<file path="config.mk">
export PLATFORM = sky130hd
export DESIGN_NAME = printable_utf8_validator_core_flat
export DESIGN_NICKNAME = d
export VERILOG_FILES = /design/src/hdl/puv_pkg.sv /design/src/hdl/puv_in_if.sv /design/src/hdl/puv_out_if.sv /design/src/hdl/printable_utf8_validator_core.sv /design/src/hdl/puv_step.sv /design/src/flat_wrapper.sv
export SDC_FILE = /design/constraint.sdc
export NUM_CORES = 1
export LEC_CHECK = 0
export ABC_AREA = 1
export BUFFER_PORTS_ARGS = -buffer_cell sky130_fd_sc_hd__buf_4
export CAP_MARGIN = 20
export CORE_ASPECT_RATIO = 0.9
export CORE_MARGIN = 1
export CORE_UTILIZATION = 42
export DETAILED_ROUTE_END_ITERATION = 8
export SYNTH_ARGS = -nofsm -noshare
export SYNTH_HDL_FRONTEND = slang
export SYNTH_HIERARCHICAL = 1
export SYNTH_SLANG_ARGS = --single-unit
</file>
<file path="constraint.sdc">
create_clock -name clk_i -period 2 [get_ports clk_i]
set_clock_uncertainty 0.15 [all_clocks]
set_input_delay 0.2 -clock clk_i [delete_from_list [all_inputs] [get_ports clk_i]]
set_output_delay 0.2 -clock clk_i [all_outputs]
set_load 0.02 [all_outputs]
</file>
<file path="src/hdl/puv_pkg.sv">
// puv_pkg: types and constants of the printable utf-8 validator
// no dependencies; used by printable_utf8_validator_core and puv_step

package puv_pkg;

  localparam int unsigned CodeW = 21;

  localparam logic [7:0] ByteSpace   = 8'h20;
  localparam logic [7:0] ByteDel     = 8'h7f;
  localparam logic [7:0] LeadTwoLo   = 8'hc2;
  localparam logic [7:0] LeadTwoHi   = 8'hdf;
  localparam logic [7:0] LeadThreeLo = 8'he0;
  localparam logic [7:0] LeadThreeHi = 8'hef;
  localparam logic [7:0] LeadFourLo  = 8'hf0;
  localparam logic [7:0] LeadFourHi  = 8'hf4;

  localparam logic [CodeW-1:0] MinThree  = 21'h000800;
  localparam logic [CodeW-1:0] SurrLo    = 21'h00d800;
  localparam logic [CodeW-1:0] SurrHi    = 21'h00dfff;
  localparam logic [CodeW-1:0] MinFour   = 21'h010000;
  localparam logic [CodeW-1:0] MaxCode   = 21'h10ffff;

  localparam logic [1:0] SeqNone  = 2'd0;
  localparam logic [1:0] SeqTwo   = 2'd1;
  localparam logic [1:0] SeqThree = 2'd2;
  localparam logic [1:0] SeqFour  = 2'd3;

  typedef struct packed {
    logic             failed;
    logic [1:0]       pend;
    logic [1:0]       seq_len;
    logic [CodeW-1:0] code;
  } state_t;

  typedef struct packed {
    logic [7:0] data_byte;
    logic       has_byte;
    logic       last;
  } item_t;

endpackage

</file>
<file path="src/hdl/puv_in_if.sv">
// puv_in_if: input channel of the validator, at most one text byte per request
// no dependencies

interface puv_in_if;
  logic       valid;
  logic       ready;
  logic [7:0] data_byte;
  logic       has_byte;
  logic       last;

  modport source (output valid, output data_byte, output has_byte, output last, input ready);
  modport sink   (input valid, input data_byte, input has_byte, input last, output ready);
endinterface

</file>
<file path="src/hdl/puv_out_if.sv">
// puv_out_if: result channel of the validator, one verdict per text (for the request marked last)
// no dependencies

interface puv_out_if;
  logic valid;
  logic ready;
  logic text_ok;

  modport source (output valid, output text_ok, input ready);
  modport sink   (input valid, input text_ok, output ready);
endinterface

</file>
<file path="src/hdl/printable_utf8_validator_core.sv">
// printable_utf8_validator_core: top level of the printable utf-8 validator
// depends on puv_pkg, puv_in_if, puv_out_if and puv_step
//
// Checks a text fed one byte per request and returns one verdict request for
// the request marked last: 1 when the text is well-formed UTF-8 without ASCII
// control characters or DEL, 0 otherwise; an empty text passes. The block
// takes one request per clock cycle for as long as verdicts are taken; a
// verdict is registered: it appears when the last request's item moves from
// the input register into the result register. A last request waits in the
// input register while the previous verdict is stalled. The state update in
// puv_step is combinational.

module printable_utf8_validator_core (
  input  logic              clk_i,
  input  logic              rst_ni,
  puv_in_if.sink            in_i,
  puv_out_if.source         out_o
);

  logic            in_vld_q, in_vld_d;
  puv_pkg::item_t  item_q;
  puv_pkg::state_t state_q, state_d;
  logic            out_vld_q, out_vld_d;
  logic            out_ok_q, out_ok_d;
  logic            verdict;
  logic            adv;
  logic            in_acc;

  puv_step u_step (
    .state_i   (state_q),
    .item_i    (item_q),
    .state_o   (state_d),
    .verdict_o (verdict)
  );

  assign adv        = in_vld_q && (!item_q.last || !out_vld_q || out_o.ready);
  assign in_i.ready = !in_vld_q || adv;
  assign in_acc     = in_i.valid && in_i.ready;

  always_comb begin
    in_vld_d  = in_vld_q;
    out_vld_d = out_vld_q;
    out_ok_d  = out_ok_q;
    if (in_acc) begin
      in_vld_d = 1'b1;
    end else if (adv) begin
      in_vld_d = 1'b0;
    end
    if (adv && item_q.last) begin
      out_vld_d = 1'b1;
      out_ok_d  = verdict;
    end else if (out_o.ready) begin
      out_vld_d = 1'b0;
    end
  end

  always_ff @(posedge clk_i or negedge rst_ni) begin
    if (!rst_ni) begin
      in_vld_q  <= 1'b0;
      out_vld_q <= 1'b0;
      state_q   <= '0;
    end else begin
      in_vld_q  <= in_vld_d;
      out_vld_q <= out_vld_d;
      if (adv) begin
        state_q <= state_d;
      end
    end
  end

  always_ff @(posedge clk_i) begin
    if (in_acc) begin
      item_q.data_byte <= in_i.data_byte;
      item_q.has_byte  <= in_i.has_byte;
      item_q.last      <= in_i.last;
    end
    out_ok_q <= out_ok_d;
  end

  assign out_o.valid   = out_vld_q;
  assign out_o.text_ok = out_ok_q;

endmodule

</file>
<file path="src/hdl/puv_step.sv">
// puv_step: combinational decode of one item against the running text state
// depends on puv_pkg

module puv_step (
  input  puv_pkg::state_t state_i,
  input  puv_pkg::item_t  item_i,
  output puv_pkg::state_t state_o,
  output logic            verdict_o
);

  puv_pkg::state_t st;
  logic [7:0]      b;

  always_comb begin
    st = state_i;
    b  = item_i.data_byte;
    if (item_i.has_byte && !state_i.failed) begin
      if (state_i.pend == 2'd0) begin
        if (!b[7]) begin
          if (b < puv_pkg::ByteSpace || b == puv_pkg::ByteDel) begin
            st.failed = 1'b1;
          end
        end else if (b >= puv_pkg::LeadTwoLo && b <= puv_pkg::LeadTwoHi) begin
          st.seq_len = puv_pkg::SeqTwo;
          st.code    = {16'd0, b[4:0]};
        end else if (b >= puv_pkg::LeadThreeLo && b <= puv_pkg::LeadThreeHi) begin
          st.seq_len = puv_pkg::SeqThree;
          st.code    = {17'd0, b[3:0]};
        end else if (b >= puv_pkg::LeadFourLo && b <= puv_pkg::LeadFourHi) begin
          st.seq_len = puv_pkg::SeqFour;
          st.code    = {18'd0, b[2:0]};
        end else begin
          st.failed = 1'b1;
        end
        if (!st.failed && b[7]) begin
          st.pend = st.seq_len;
        end
      end else if (b[7:6] != 2'b10) begin
        st.failed = 1'b1;
      end else begin
        st.code = {state_i.code[14:0], b[5:0]};
        st.pend = state_i.pend - 2'd1;
        if (st.pend == 2'd0) begin
          if (state_i.seq_len == puv_pkg::SeqThree &&
              (st.code < puv_pkg::MinThree ||
               (st.code >= puv_pkg::SurrLo && st.code <= puv_pkg::SurrHi))) begin
            st.failed = 1'b1;
          end
          if (state_i.seq_len == puv_pkg::SeqFour &&
              (st.code < puv_pkg::MinFour || st.code > puv_pkg::MaxCode)) begin
            st.failed = 1'b1;
          end
          st.seq_len = puv_pkg::SeqNone;
          st.code    = '0;
        end
      end
    end
  end

  assign verdict_o = !st.failed && st.pend == 2'd0;
  assign state_o   = item_i.last ? '0 : st;

endmodule

</file>
<file path="src/flat_wrapper.sv">
// flat-port wrapper written by rule: the top's interface ports become plain ports
module printable_utf8_validator_core_flat 
  (clk_i, rst_ni, in_i_valid, in_i_data_byte, in_i_has_byte, in_i_last, in_i_ready, out_o_valid, out_o_text_ok, out_o_ready);
  puv_in_if in_i_i ();
  puv_out_if out_o_i ();
  input  logic clk_i;
  input  logic rst_ni;
  input wire logic [$bits(in_i_i.valid)-1:0] in_i_valid;
  input wire logic [$bits(in_i_i.data_byte)-1:0] in_i_data_byte;
  input wire logic [$bits(in_i_i.has_byte)-1:0] in_i_has_byte;
  input wire logic [$bits(in_i_i.last)-1:0] in_i_last;
  output wire logic [$bits(in_i_i.ready)-1:0] in_i_ready;
  output wire logic [$bits(out_o_i.valid)-1:0] out_o_valid;
  output wire logic [$bits(out_o_i.text_ok)-1:0] out_o_text_ok;
  input wire logic [$bits(out_o_i.ready)-1:0] out_o_ready;
  assign in_i_i.valid = in_i_valid;
  assign in_i_i.data_byte = in_i_data_byte;
  assign in_i_i.has_byte = in_i_has_byte;
  assign in_i_i.last = in_i_last;
  assign in_i_ready = in_i_i.ready;
  assign out_o_valid = out_o_i.valid;
  assign out_o_text_ok = out_o_i.text_ok;
  assign out_o_i.ready = out_o_ready;
  printable_utf8_validator_core u_core (.clk_i(clk_i), .rst_ni(rst_ni), .in_i(in_i_i), .out_o(out_o_i));
endmodule
</file>
==> summary.md <==
| Metric | Value |
|---|---|
| Aggregate global routing overflow | 0 |
| Max Buffers Root-to-Sink | 2 |
| Layout cells sized above 1 | 0.199 |
| Wirelength per Cell | 13.9 µm |
| Non-Filler Instances | 421 |
| Mapped Nets | between 300 and 400 |
| CTS root buf | clkbuf_8 |
| Largest net degree at the start of global routing | 25 |
| Final hold vios | 0 |
| Drt via density | ~5.4 |
| Ys Warns | 6 |
| Min-delay worst type | in -> reg |
| Remaining antenna violation count | 0 |
| Initial core utilization | 0.450 |
| Die width | roughly 79 µm |
| TritonCTS clock tree | yes |
| Worst rel slew slack | 0.707 |
| Syn Area/Cell | approximately 7.1 µm² |
| Detailed-route via count | 2,253 |
| Clock buffer count from CTS | 5 |
| Final hold slack | about 88 ps |
| Least-Margin Pin Slew | approximately 440 ps |
| Layout Nets | roughly 370 |
| Crit path DAT | between 1500 and 2000 ps |
| Post-Route WL | 5840 µm |
| DR DRC count | 0 |
| Most frequent cells in the layout | 82 x nand2_1, 40 x buf_4, 35 x nand3_1, 31 x inv_1, 25 x o21ai_0 |
| Worst setup path category | reg -> reg |
| Area growth syn-to-layout | 26.0% |
| Period utilization | 0.950 |
| Setup violations, final | 0 |
| Max VDD drop | 0.368 mV |
| HPWL Detailed | 3810 µm |
| Commonest non-fill, non-tap cell in the layout | nand2_1 |
| Drt pass-1 iters | 5 |
| Antenna Cells | 0 |
| Peak Freq | 0.527 GHz |
| Dpl cells | between 300 and 400 |
| Num rows | 24 |
| Vias in the first global route | 2,023 |
| Die Ht | 71.4 µm |
| LEAKAGE | 1.36 nW |
| Max-slew violation count | 0 |
| Clk Latency, worst-skew pair | 290 ps |
| Initial drt markers | around 200 |
| Status | finished, final reports clean |
| Critical path's largest stage delay | 420 ps |
| Placeable Area | 4980 µm² |
| Full die area | 5640 µm² |
| Register area | 881 µm² |
| Clock-pin slew on the worst setup and hold paths | 70 ps |
| Crit path required time | 2030 ps |
| Element type at the critical path end | register |
| H-tree Lvls | 2 |
| Max Cap Viol | 0 |
| CP max stage cell | dfrtp_1 |
| Final min period | 1900 ps |
| Area of the mapped netlist | 2240 µm² |
| Total track usage | 0.224 |
| Synthesized instance count | 314 |
| # fillers | 495 |
| Placer Congestion | 0.872 |
| I/O Buffers | 16 |
| CP Cell Sequence | inv_1 -> ha_1 -> inv_2 -> buf_4 -> a21oi_1 -> o21ai_0 -> nand3_1 -> a21oi_1 -> nand3_1 -> nand2_1 |
| CTS Sinks | 33 |
| Power density over the cells | slightly above 800 nW/µm² |
| First-pass GRT wire length | 9690 µm |
| Multi-input gate area | around 1200 µm² |
| CP Max Fanout | 5 |
| Critical Path Start Type | register |
| I/O pin count | 17 |
| Initial antenna violation count | 0 |
==> critical path, delay by kind of cell (launching register included) <==
| kind | cells | cell delay (ps) |
|---|---|---|
| flip-flops | 1 | 420 |
| buffers and inverters | 3 | 380 |
| AO/OA/AOI/OAI | 3 | 330 |
| adder cells (fa/ha/maj) | 1 | 260 |
| AND/OR/NAND/NOR | 3 | 240 |
==> metrics by stage <==
| stage | total power [mW] | TNS (ps) | cell area (µm²) | worst slack (ps) | util |
|---|---|---|---|---|---|
| detailed placement | 1.60 | 0 | 2440 | 29.2 | 0.489 |
| global placement | 1.59 | 0 | 2440 | 28.1 | 0.489 |
| global route | 2.47 | -108 | 2830 | -29.3 | 0.568 |
| finish | 2.32 | 0 | 2830 | 101 | 0.568 |
| floorplan | 1.39 | 0 | 2240 | 129 | - |
| CTS | 2.24 | 0 | 2670 | 1.32 | 0.535 |
==> final cells by class <==
type	count	area share
Multi-Input combinational cell	226	0.410
Sequential cell	33	0.311
Timing Repair Buffer	56	0.168
Inverter	33	0.0438
Tap cell	65	0.0287
Clock buffer	6	0.0257
Clock inverter	2	0.0124
==> final timing paths <==
path                                           startpoint                        endpoint  slack [ps]  depth (start not counted)
max in group asynchronous                          rst_ni  u_core/state_q[23]$_DFFE_PN0P_        1280                          2
setup / recovery           u_core/state_q[24]$_DFFE_PN0P_   u_core/state_q[4]$_DFFE_PN0P_         100                         10
min in group asynchronous                          rst_ni   u_core/state_q[3]$_DFFE_PN0P_         180                          2
hold reg to reg             u_core/state_q[7]$_DFFE_PN0P_   u_core/state_q[7]$_DFFE_PN0P_         340                          2
setup reg to reg           u_core/state_q[24]$_DFFE_PN0P_   u_core/state_q[4]$_DFFE_PN0P_         100                         10
hold / removal                                out_o_ready  u_core/out_o.valid$_DFFE_PN0P_          90                          4
==> per-layer routing <==
layer  up-vias  share of wire  track usage
li1       1138              -            -
met1      1053           0.49        0.311
met2        53           0.45        0.346
met3         9          0.043       0.0382
met4         0          0.018       0.0929
met5         -              0            0
==> sequential cells by signal (all words and copies together) (netlist names) <==
| register | count |
|---|---|
| u_core/out_o.valid | 1 |
| u_core/out_o.text_ok | 1 |
| u_core/item_q | 10 |
| u_core/state_q | 20 |
| u_core/in_vld_q | 1 |
==> power breakdown <==
part           total (mW)  leakage (nW)  switching [mW]  internal (mW)
clock network       0.625        0.0552           0.255          0.370
registers           0.868         0.401          0.0790          0.789
logic               0.827         0.905           0.485          0.342
==> repair_timing <==
action | 4_1_cts | 5_1_grt
setup buffers | 0 | 13
endpoints found under the setup margin | 0 | 18
gates resized for setup | 0 | 17
hold endpoints to repair | 33 | 0
hold buffers | 12 | 0
Power figures use the tool's default switching activity.
